### config.mk
export PLATFORM = sky130hd
export DESIGN_NAME = sha1_message_digest_core
export DESIGN_NICKNAME = d
export VERILOG_FILES = /design/src/hdl/sha1md_pkg.sv /design/src/hdl/sha1md_ctrl.sv /design/src/hdl/sha1md_dp.sv /design/src/hdl/sha1_message_digest_core.sv
export SDC_FILE = /design/constraint.sdc
export NUM_CORES = 2
export LEC_CHECK = 0
export BUFFER_PORTS_ARGS = -buffer_cell sky130_fd_sc_hd__buf_2
export CORE_ASPECT_RATIO = 2
export CORE_MARGIN = 2
export CORE_UTILIZATION = 50
export DETAILED_ROUTE_END_ITERATION = 10
export PLACE_DENSITY = 0.65
export SETUP_SLACK_MARGIN = 0.1
export SLEW_MARGIN = 20
export SYNTH_ARGS = -nofsm -noshare
export SYNTH_HDL_FRONTEND = slang
export SYNTH_HIERARCHICAL = 1
export SYNTH_SLANG_ARGS = --single-unit
### constraint.sdc
create_clock -name clk -period 13.53 [get_ports clk]
set_input_delay 2.706 -clock clk [delete_from_list [all_inputs] [get_ports clk]]
set_output_delay 2.706 -clock clk [all_outputs]
set_load 0.03 [all_outputs]
### src/hdl/sha1md_pkg.sv
package sha1md_pkg;

	localparam int unsigned WordW    = 32;
	localparam int unsigned ChainN   = 5;
	localparam int unsigned WindowN  = 16;
	localparam int unsigned RoundN   = 80;
	localparam int unsigned FillW    = 7;
	localparam int unsigned LenW     = 64;
	localparam int unsigned IdxW     = 3;

	localparam logic [FillW-1:0] FillLast   = 7'd63;
	localparam logic [FillW-1:0] FillLenPos = 7'd56;
	localparam logic [6:0]       RoundLast  = 7'(RoundN - 1);
	localparam logic [IdxW-1:0]  IdxLast    = 3'd4;
	localparam logic [7:0]       PadMark    = 8'h80;

	localparam logic [WordW-1:0] InitChain [ChainN] = '{
		32'h67452301, 32'hefcdab89, 32'h98badcfe, 32'h10325476, 32'hc3d2e1f0
	};

	typedef enum logic [2:0] {
		ST_IDLE,
		ST_ROUND,
		ST_UPDATE,
		ST_PAD,
		ST_OUT
	} ctrl_state_t;

	typedef enum logic [1:0] {
		SRC_MSG,
		SRC_MARK,
		SRC_ZERO,
		SRC_LEN
	} byte_src_t;

	typedef struct packed {
		logic      push;
		byte_src_t src;
		logic      round;
		logic      update;
		logic      out_next;
		logic      clear;
	} dp_cmd_t;

	typedef struct packed {
		logic [FillW-1:0] fill;
		logic             round_last;
		logic             out_last;
	} dp_status_t;

	function automatic logic [WordW-1:0] round_const(input logic [1:0] stage);
		logic [WordW-1:0] k;
		case (stage)
			2'd0:    k = 32'h5a827999;
			2'd1:    k = 32'h6ed9eba1;
			2'd2:    k = 32'h8f1bbcdc;
			default: k = 32'hca62c1d6;
		endcase
		return k;
	endfunction

endpackage

### src/hdl/sha1md_ctrl.sv
module sha1md_ctrl (
	input  logic                   clk,
	input  logic                   arst_n,
	input  logic                   in_valid,
	output logic                   in_stall,
	input  logic                   byte_present,
	input  logic                   message_end,
	output logic                   out_valid,
	input  logic                   out_stall,
	output sha1md_pkg::dp_cmd_t    cmd,
	input  sha1md_pkg::dp_status_t status
);
	import sha1md_pkg::*;

	ctrl_state_t state_q, state_nxt;
	logic        ending_q;
	logic        mark_q;
	logic        len_q;
	logic        final_q;
	logic        in_acc;
	logic        out_acc;
	logic        pad_push;
	logic        at_last;

	assign in_acc   = in_valid && (state_q == ST_IDLE);
	assign out_acc  = (state_q == ST_OUT) && !out_stall;
	assign at_last  = (status.fill == FillLast);
	// A padding cycle pushes a byte unless it is the one that opens the length phase.
	assign pad_push = !mark_q || len_q || (status.fill != FillLenPos);

	always_comb begin
		state_nxt = state_q;
		case (state_q)
			ST_IDLE: begin
				if (in_acc) begin
					if (byte_present && at_last) begin
						state_nxt = ST_ROUND;
					end else if (message_end) begin
						state_nxt = ST_PAD;
					end
				end
			end
			ST_ROUND: begin
				if (status.round_last) begin
					state_nxt = ST_UPDATE;
				end
			end
			ST_UPDATE: begin
				if (final_q) begin
					state_nxt = ST_OUT;
				end else if (ending_q) begin
					state_nxt = ST_PAD;
				end else begin
					state_nxt = ST_IDLE;
				end
			end
			ST_PAD: begin
				if (pad_push && at_last) begin
					state_nxt = ST_ROUND;
				end
			end
			ST_OUT: begin
				if (out_acc && status.out_last) begin
					state_nxt = ST_IDLE;
				end
			end
			default: state_nxt = ST_IDLE;
		endcase
	end

	always_comb begin
		cmd       = '0;
		cmd.src   = SRC_MSG;
		in_stall  = 1'b1;
		out_valid = 1'b0;
		case (state_q)
			ST_IDLE: begin
				in_stall = 1'b0;
				cmd.push = in_acc && byte_present;
			end
			ST_ROUND: begin
				cmd.round = 1'b1;
			end
			ST_UPDATE: begin
				cmd.update = 1'b1;
			end
			ST_PAD: begin
				cmd.push = pad_push;
				if (!mark_q) begin
					cmd.src = SRC_MARK;
				end else if (len_q) begin
					cmd.src = SRC_LEN;
				end else begin
					cmd.src = SRC_ZERO;
				end
			end
			ST_OUT: begin
				out_valid    = 1'b1;
				// The last word clears the datapath instead of advancing the index.
				cmd.out_next = out_acc && !status.out_last;
				cmd.clear    = out_acc && status.out_last;
			end
			default: begin
				cmd = '0;
			end
		endcase
	end

	always_ff @(posedge clk or negedge arst_n) begin
		if (!arst_n) begin
			state_q  <= ST_IDLE;
			ending_q <= 1'b0;
			mark_q   <= 1'b0;
			len_q    <= 1'b0;
			final_q  <= 1'b0;
		end else begin
			state_q <= state_nxt;
			if (in_acc) begin
				ending_q <= message_end;
			end
			if (state_q == ST_PAD) begin
				if (!mark_q) begin
					mark_q <= 1'b1;
				end else if (!len_q && (status.fill == FillLenPos)) begin
					len_q <= 1'b1;
				end else if (len_q && at_last) begin
					final_q <= 1'b1;
				end
			end
			if (out_acc && status.out_last) begin
				ending_q <= 1'b0;
				mark_q   <= 1'b0;
				len_q    <= 1'b0;
				final_q  <= 1'b0;
			end
		end
	end

endmodule

### src/hdl/sha1md_dp.sv
module sha1md_dp (
	input  logic                   clk,
	input  logic                   arst_n,
	input  logic [7:0]             message_byte,
	input  sha1md_pkg::dp_cmd_t    cmd,
	output sha1md_pkg::dp_status_t status,
	output logic [31:0]            digest_word,
	output logic [2:0]             word_index,
	output logic                   final_word
);
	import sha1md_pkg::*;

	logic [WordW-1:0] sw_q [WindowN];
	logic [WordW-1:0] chain_q [ChainN];
	logic [WordW-1:0] a_q, b_q, c_q, d_q, e_q;
	logic [FillW-1:0] fill_q;
	logic [LenW-1:0]  bitlen_q;
	logic [6:0]       round_q;
	logic [IdxW-1:0]  out_idx_q;

	logic [7:0]       push_byte;
	logic [LenW-1:0]  len_shifted;
	logic [5:0]       len_shamt;
	logic [WordW-1:0] va, vb, vc, vd, ve;
	logic [WordW-1:0] sched_x, sched_new, wt, fn, tmp;
	logic [1:0]       stage;

	// Length bytes go out most significant first while fill runs from 56 to 63.
	assign len_shamt   = {3'd7 - fill_q[2:0], 3'b000};
	assign len_shifted = bitlen_q >> len_shamt;

	always_comb begin
		case (cmd.src)
			SRC_MSG:  push_byte = message_byte;
			SRC_MARK: push_byte = PadMark;
			SRC_ZERO: push_byte = 8'h00;
			SRC_LEN:  push_byte = len_shifted[7:0];
			default:  push_byte = 8'h00;
		endcase
	end

	// The first round takes its working variables straight from the chain.
	always_comb begin
		if (round_q == 7'd0) begin
			va = chain_q[0];
			vb = chain_q[1];
			vc = chain_q[2];
			vd = chain_q[3];
			ve = chain_q[4];
		end else begin
			va = a_q;
			vb = b_q;
			vc = c_q;
			vd = d_q;
			ve = e_q;
		end
	end

	always_comb begin
		case (round_q) inside
			[7'd0:7'd19]:  stage = 2'd0;
			[7'd20:7'd39]: stage = 2'd1;
			[7'd40:7'd59]: stage = 2'd2;
			default:       stage = 2'd3;
		endcase
	end

	always_comb begin
		case (stage)
			2'd0:    fn = (vb & vc) | (~vb & vd);
			2'd2:    fn = (vb & vc) | (vb & vd) | (vc & vd);
			default: fn = vb ^ vc ^ vd;
		endcase
	end

	assign sched_x   = sw_q[13] ^ sw_q[8] ^ sw_q[2] ^ sw_q[0];
	assign sched_new = {sched_x[30:0], sched_x[31]};
	assign wt        = (round_q < 7'd16) ? sw_q[0] : sched_new;
	assign tmp       = {va[26:0], va[31:27]} + fn + ve + round_const(stage) + wt;

	always_ff @(posedge clk) begin
		if (cmd.push) begin
			for (int i = 0; i < WindowN - 1; i++) begin
				sw_q[i] <= {sw_q[i][23:0], sw_q[i+1][31:24]};
			end
			sw_q[WindowN-1] <= {sw_q[WindowN-1][23:0], push_byte};
		end else if (cmd.round) begin
			for (int i = 0; i < WindowN - 1; i++) begin
				sw_q[i] <= sw_q[i+1];
			end
			sw_q[WindowN-1] <= wt;
		end
		if (cmd.round) begin
			a_q <= tmp;
			b_q <= va;
			c_q <= {vb[1:0], vb[31:2]};
			d_q <= vc;
			e_q <= vd;
		end
	end

	always_ff @(posedge clk or negedge arst_n) begin
		if (!arst_n) begin
			for (int i = 0; i < ChainN; i++) begin
				chain_q[i] <= InitChain[i];
			end
			fill_q    <= '0;
			bitlen_q  <= '0;
			round_q   <= '0;
			out_idx_q <= '0;
		end else begin
			if (cmd.push) begin
				fill_q <= fill_q + 7'd1;
				if (cmd.src == SRC_MSG) begin
					bitlen_q <= bitlen_q + 64'd8;
				end
			end
			if (cmd.round) begin
				round_q <= round_q + 7'd1;
			end
			if (cmd.update) begin
				chain_q[0] <= chain_q[0] + a_q;
				chain_q[1] <= chain_q[1] + b_q;
				chain_q[2] <= chain_q[2] + c_q;
				chain_q[3] <= chain_q[3] + d_q;
				chain_q[4] <= chain_q[4] + e_q;
				fill_q     <= '0;
				round_q    <= '0;
			end
			if (cmd.out_next) begin
				out_idx_q <= out_idx_q + 3'd1;
			end
			if (cmd.clear) begin
				for (int i = 0; i < ChainN; i++) begin
					chain_q[i] <= InitChain[i];
				end
				fill_q    <= '0;
				bitlen_q  <= '0;
				out_idx_q <= '0;
			end
		end
	end

	assign status.fill       = fill_q;
	assign status.round_last = (round_q == RoundLast);
	assign status.out_last   = (out_idx_q == IdxLast);

	assign digest_word = chain_q[out_idx_q];
	assign word_index  = out_idx_q;
	assign final_word  = (out_idx_q == IdxLast);

endmodule

### src/hdl/sha1_message_digest_core.sv
// SHA-1 hasher that takes one message byte per input transaction and returns the
// 160-bit digest as five 32-bit output transactions, h0 first, with final_word set
// on the fifth. A transaction with message_end set closes the message; if its
// byte_present is clear it carries no byte, so an empty message is hashed too.
// A transaction with neither byte_present nor message_end changes nothing.
// Operation: the block works on one transaction at a time and holds in_stall high
// while it is busy. The byte that fills a 64-byte block starts 80 rounds of the
// single shared round unit, one per cycle, followed by a step that folds the
// result into the chaining words. Closing a message pushes the padding one byte
// per cycle (the 0x80 mark, zeros up to byte 56, a step without a push that
// switches to the length, then eight length bytes), with the rounds and the fold
// for each padded block, and then the five digest words, one per cycle that
// out_stall allows. After the fifth word is taken, the chaining words, the
// counters and the control flags return to their initial values, and the next
// message can start.
module sha1_message_digest_core (
	input  logic        clk,
	input  logic        arst_n,
	input  logic        in_valid,
	output logic        in_stall,
	input  logic [7:0]  message_byte,
	input  logic        byte_present,
	input  logic        message_end,
	output logic        out_valid,
	input  logic        out_stall,
	output logic [31:0] digest_word,
	output logic [2:0]  word_index,
	output logic        final_word
);
	import sha1md_pkg::*;

	// Commands from the controller and status back from the datapath.
	dp_cmd_t    cmd;
	dp_status_t status;

	sha1md_ctrl u_ctrl (
		.clk          (clk),
		.arst_n       (arst_n),
		.in_valid     (in_valid),
		.in_stall     (in_stall),
		.byte_present (byte_present),
		.message_end  (message_end),
		.out_valid    (out_valid),
		.out_stall    (out_stall),
		.cmd          (cmd),
		.status       (status)
	);

	// The datapath holds the block window, the working variables and the chain.
	sha1md_dp u_dp (
		.clk          (clk),
		.arst_n       (arst_n),
		.message_byte (message_byte),
		.cmd          (cmd),
		.status       (status),
		.digest_word  (digest_word),
		.word_index   (word_index),
		.final_word   (final_word)
	);

endmodule

Word-level counts from Yosys, hierarchy flattened --
Memory sizes are Yosys's and may differ from the RTL's. Index checks and enable logic that the tools add are counted.
Word-level totals: register bits 408, RAM bits 512, input port bits 14, memories 1
Memories:
- u_dp.sw_q | words 16, width 32, rd ports 16, clocked after Yosys merged registers in 0, write ports 16, RTL line sha1md_dp.sv:13 | logic [WordW-1:0] sw_q [WindowN];
Operators by class: add/subtract/negate cells 14, magnitude comparators 8, eq/ne operators 20, shift-type cells 1, mux-type cells 79, bitwise logic cells 30, reduce and logical (&&, ||, !) cells 37
Operators by type and width (number):
- $mux 32 | 24
- $mux 160 | 2
- $add 32x32->32 | 9
- $mux 64 | 3
- $xor 32x32->32 | 5
- $and 32x32->32 | 4
- $bmux 32 s3 | 1
- $or 32x32->32 | 3
- $pmux 32 s3 | 1
- $add 64x4->64 const B | 1
- $pmux 32 s2 | 1
- $shr 64x6->8 | 1
- $mux 7 | 5
- $not 32->32 | 1
- $pmux 8 s4 | 1
- $mux 3 | 9
- $mux 1 | 24
- $reduce_bool 2->1 | 10
- $or 1x1->1 | 16
- $pmux 3 s5 | 1
- $add 7x1->7 const B | 2
- $eq 7x6->1 const B | 2
- $le 7x6->1 const B | 2
- $logic_and 1x1->1 | 12
- other kinds (31) | 49

Depth between registers and ports, before layout --
depth after elaboration 11, depth in mapped cells 26, gate-level depth less buffers 23

Modules after synthesis --
Netlist, hierarchy kept.
By module, submodules not included:
- sha1md_dp | instances 1, cells an instance 4556, area an instance 54263.3 um2
- sha1md_ctrl | instances 1, cells an instance 54, area an instance 488.0 um2

Worst setup path before layout --
OpenSTA, ideal clock, no wires.
path type register -> register, start register u_ctrl.state_q[1], end memory u_dp.sw_q[0][0], enable pin, arrival 10.833 ns, required time 12.863 ns, setup slack 2.030 ns, cell stages (with the launch flop) 5, buffers on the path 1, clock period less this slack 11.500 ns, path through dfrtp_1 -> nor2_1 -> and2_1 -> clkbuf_1 -> or2_2
RTL lines:
- start: declaration | RTL line sha1md_ctrl.sv:15 | ctrl_state_t state_q, state_nxt;
- start signal: assignment | RTL line sha1md_ctrl.sv:117 | state_q <= state_nxt;
- end: declaration | RTL line sha1md_dp.sv:13

Worst setup path after layout --
start register u_dp.round_q[4], end register u_dp.a_q[31] (data pin)
On the way: elaborated cells between the ends (all ways) 39, classes of those cells 4 x add/sub; 7 x order compare; 2 x eq/ne; 11 x mux; 10 x bitwise; 5 x reduce/logical
RTL lines:
- start: declaration | RTL line sha1md_dp.sv:18 | logic [6:0] round_q;
- start signal: assignment | RTL line sha1md_dp.sv:119 | round_q <= round_q + 7'd1;
- $logic_not 7->1 (*) | RTL line sha1md_dp.sv:44 | if (round_q == 7'd0) begin
- $mux 32 (*) | RTL line sha1md_dp.sv:44
- via u_dp.vc[1] | RTL line sha1md_dp.sv:24 | logic [WordW-1:0] va, vb, vc, vd, ve;
- $and 32x32->32 | RTL line sha1md_dp.sv:70, sha1md_dp.sv:71
- $or 32x32->32 (2 in series) | RTL line sha1md_dp.sv:71 | 2'd2: fn = (vb & vc) | (vb & vd) | (vc & vd);
- $pmux 32 s2 (*) | RTL line sha1md_dp.sv:69 | case (stage)
- $add 32x32->32 (*) (4 in series) | RTL line sha1md_dp.sv:79 | assign tmp = {va[26:0], va[31:27]} + fn + ve + round_const(stage) + wt;
- via u_dp.tmp[31] | RTL line sha1md_dp.sv:25 | logic [WordW-1:0] sched_x, sched_new, wt, fn, tmp;
- end signal: assignment | RTL line sha1md_dp.sv:94 | a_q <= tmp;
- end: declaration | RTL line sha1md_dp.sv:15 | logic [WordW-1:0] a_q, b_q, c_q, d_q, e_q;
Mark *: on every way through the listed nets, which the timed path passes. The rest lies on a longest branch. A chain may end at the register's enable or synchronous reset.

==> impl_metrics.py <==
metrics = {
    "floorplanning": {
        "fp.dieW_um": 238,
        "die_height_um": 472,
        "num_rows": 171,
        "core_mm2": 0.109,
        "dieArea_mm2": 0.112,
        "io_pins": 52,
        "start_util_pct": 50.4,
    },
    "synthesis": {
        "ys_warn_count": 6,
        "synth_area_leaders": "edfxtp_1 37%, mux2_2 12%, dfrtp_1 7.5%, ha_1 4.7%, fa_1 4.6%",
        "synth_most_common_cell": "edfxtp_1",
        "netlist_top_cells_count": "672 x edfxtp_1, 603 x mux2_2, 313 x nor2_1",
        "ys_ff_latch": 917,
        "synth_area_per_cell_um2": 11.9,
        "netlist_instances": 4610,
        "yosys.area.top_type_share_pct": 36.9,
        "ys.flop_type": "edfxtp_1",
        "synth_seq_area_share_pct": 48.2,
        "synth-edff-count": 672,
        "synthesis.nets": 4953,
        "syn_area_mm2": 0.0548,
        "synth_largest_area_cell": "edfxtp_1",
        "synthArstFlopShare_pct": 26.7,
        "yosys.cell_types.count": 91,
    },
    "clocking": {
        "ctsHoldBuffers": 0,
        "cts_root_buf": "clkbuf_16",
        "cts_buffer_depth": 3,
        "path_clk_slew_ns": 0.07,
        "clock-sinks": 917,
        "cts_setup_buffers": 0,
        "cts.repair.resized": 0,
        "cts_made_buffers": 87,
        "cts_tree": "yes",
        "htree_levels": 3,
        "clock_latency_ns": 0.71,
    },
    "final_layout": {
        "nNetsFinal": 4946,
        "area_growth_pct": 8.73,
        "nFillCells": 9291,
        "drive_gt1_share_pct": 21.2,
    },
    "route": {
        "wirelength_um": 148000,
        "wl_per_cell_um": 24.4,
        "drtPass1Iterations": 8,
        "drt_iter0_markers": 2428,
        "vias_per_cell": 6.00,
        "dr_total_vias": 36413,
        "antenna_left": 0,
        "drc": 0,
    },
    "critical_path": {
        "worstPathRequired_ns": 13.99,
        "crit_fanout": 65,
        "cp-end-kind": "flip-flop",
        "path_class": "reg2reg",
        "cp.arrival_ns": 8.46,
        "start_kind": "flip-flop",
    },
    "placement": {
        "place.gp.congestion": 0.961,
        "dp_hpwl_um": 107000,
        "portBuffers": 51,
    },
    "sta": {
        "fin_worst_skew_ns": 0.0205,
        "finalCriticalPeriod_ns": 8.00,
        "rsz0062_at_grt": "no",
        "hold_viol_final": 0,
        "period_share_pct": 59.1,
        "finalSetupViolations": 0,
        "fmax_ghz": 0.125,
        "fin_tns_setup_ns": 0,
        "drv_slew": 0,
        "worst_slew_pin_slew_ns": 1.16,
        "relSlewSlack_pct": 21.8,
    },
    "global_routing": {
        "grt_use_total_pct": 26.3,
        "globalRouteOverflowTotal": 0,
        "grt_pass1_vias": 37968,
        "grt_max_degree": 184,
        "antenna_found_initial": 5,
        "grt_pass1_wl_um": 224000,
    },
    "outcome": {
        "status": "finished clean",
    },
    "min_path": {
        "min_path_type": "reg2reg",
    },
    "flow_run": {
        "maxCapViolCount": 0,
    },
}
-- final cells by class --
cell class	count	area (µm²)	area share, %
multi-input cells	3233	26700	44.8
flip-flops and latches	917	26400	44.4
well taps	1384	1730	2.91
clock buffers	106	2350	3.95
diodes	12	30.0	0.0504
clock inverters	53	592	0.994
inverters	259	973	1.64
repair buffers	105	758	1.27
-- metrics by stage --
stage | instance area, µm² | hold WS (ns) | utilization [%] | std cells | worst slack (ns)
after floorplan | 54800 | 0.472 | - | 4610 | 2.03
after global placement | 56600 | 0.512 | 52.0 | 5898 | 5.72
after detailed placement | 56600 | 0.522 | 52.0 | 5898 | 5.62
after CTS | 59500 | 0.532 | 54.7 | 6057 | 5.60
after global routing | 59500 | 0.551 | 54.8 | 6069 | 5.03
final | 59500 | 0.530 | 54.8 | 6069 | 5.53
-- registers in the layout, indices dropped and copies added, names as in the netlist --
signal	count
u_ctrl/ending_q	1
u_ctrl/final_q	1
u_ctrl/len_q	1
u_ctrl/mark_q	1
u_ctrl/state_q	3
u_dp/a_q	32
u_dp/b_q	32
u_dp/bitlen_q	61
u_dp/c_q	32
u_dp/chain_q	160
u_dp/d_q	32
u_dp/e_q	32
u_dp/fill_q	7
u_dp/round_q	7
u_dp/sw_q	512
u_dp/word_index	3
-- worst max-delay path: stages (launching register included) --
cell and delay [ns]:
dfrtp_1 0.51, nor3_2 0.20, buf_4 0.56, nand3_4 0.69, o21ai_0 0.69, fa_1 0.51, nand2_1 0.06, o21ai_0 0.18
fa_1 0.62, fa_1 0.43, ha_1 0.25, fa_1 0.47, a21o_1 0.17, a21oi_1 0.25, o21ai_0 0.24, a21oi_1 0.58
o31ai_1 0.24, a41oi_1 0.34, o21ai_0 0.22, o41ai_1 0.35, xnor2_1 0.12
-- placed cells by master, fill, tap and decap left out, types with 18 or more instances in the layout --
master / Yosys / final
nor2_1: 313 / 311
buf_2: 5 / 50
and3_1: 30 / 30
nand2_1: 228 / 228
or2_2: 21 / 20
ha_1: 204 / 204
nand4_1: 33 / 33
a21o_1: 73 / 73
nand3_1: 62 / 61
nand2b_1: 20 / 18
a211oi_1: 41 / 40
edfxtp_1: 672 / 672
inv_1: 257 / 257
mux2i_1: 182 / 182
buf_4: 3 / 47
a211o_1: 44 / 44
or3_1: 28 / 28
o21bai_1: 28 / 28
nor2b_1: 46 / 46
o21a_1: 28 / 28
mux2_2: 603 / 603
o211ai_1: 25 / 25
a21oi_1: 274 / 274
o22ai_1: 53 / 53
dfrtp_1: 165 / 163
nor3_1: 44 / 42
xnor2_1: 206 / 206
clkbuf_16: 0 / 90
xor2_1: 86 / 86
o21ai_0: 210 / 206
fa_1: 125 / 125
dfstp_2: 80 / 80
-- layer usage --
metal  up-vias  global-route usage [%]  routed length (µm)
met5         -                       0                   0
met4         0                    17.5               10800
met3       338                    3.47                5570
met2       904                    48.6               78600
met1     18278                    27.6               52900
li1      16893                       -                   -
-- final timing paths --
kind,start,to,slack [ns],cells after the start
max,u_dp/round_q[4],u_dp/a_q[31],5.53,20
min,u_dp/chain_q[126],u_dp/chain_q[126],0.53,2
max reg2reg,u_dp/round_q[4],u_dp/a_q[31],5.53,20
min reg2reg,u_dp/chain_q[126],u_dp/chain_q[126],0.53,2
max in group asynchronous,arst_n,u_dp/chain_q[61],9.48,3
min in group asynchronous,arst_n,u_dp/bitlen_q[45],1.99,1
-- cells by family (layout without fill, tap and decap cells) --
| kind of cell | count (synthesis) | count (layout) | synth area share (%) |
|---|---|---|---|
| xor+xnor | 293 | 293 | 4.71 |
| mux | 799 | 799 | 16.3 |
| simple gates | 903 | 903 | 7.86 |
| fa+ha+maj | 330 | 330 | 9.25 |
| buf+inv | 460 | 523 | 3.20 |
| flops | 917 | 917 | 48.2 |
| other cells | 0 | 12 | 0 |
| compound gates | 908 | 908 | 10.4 |
Power is not shown: default switching activity piles up to over one toggle a cycle in this logic, so the estimate is an artifact.
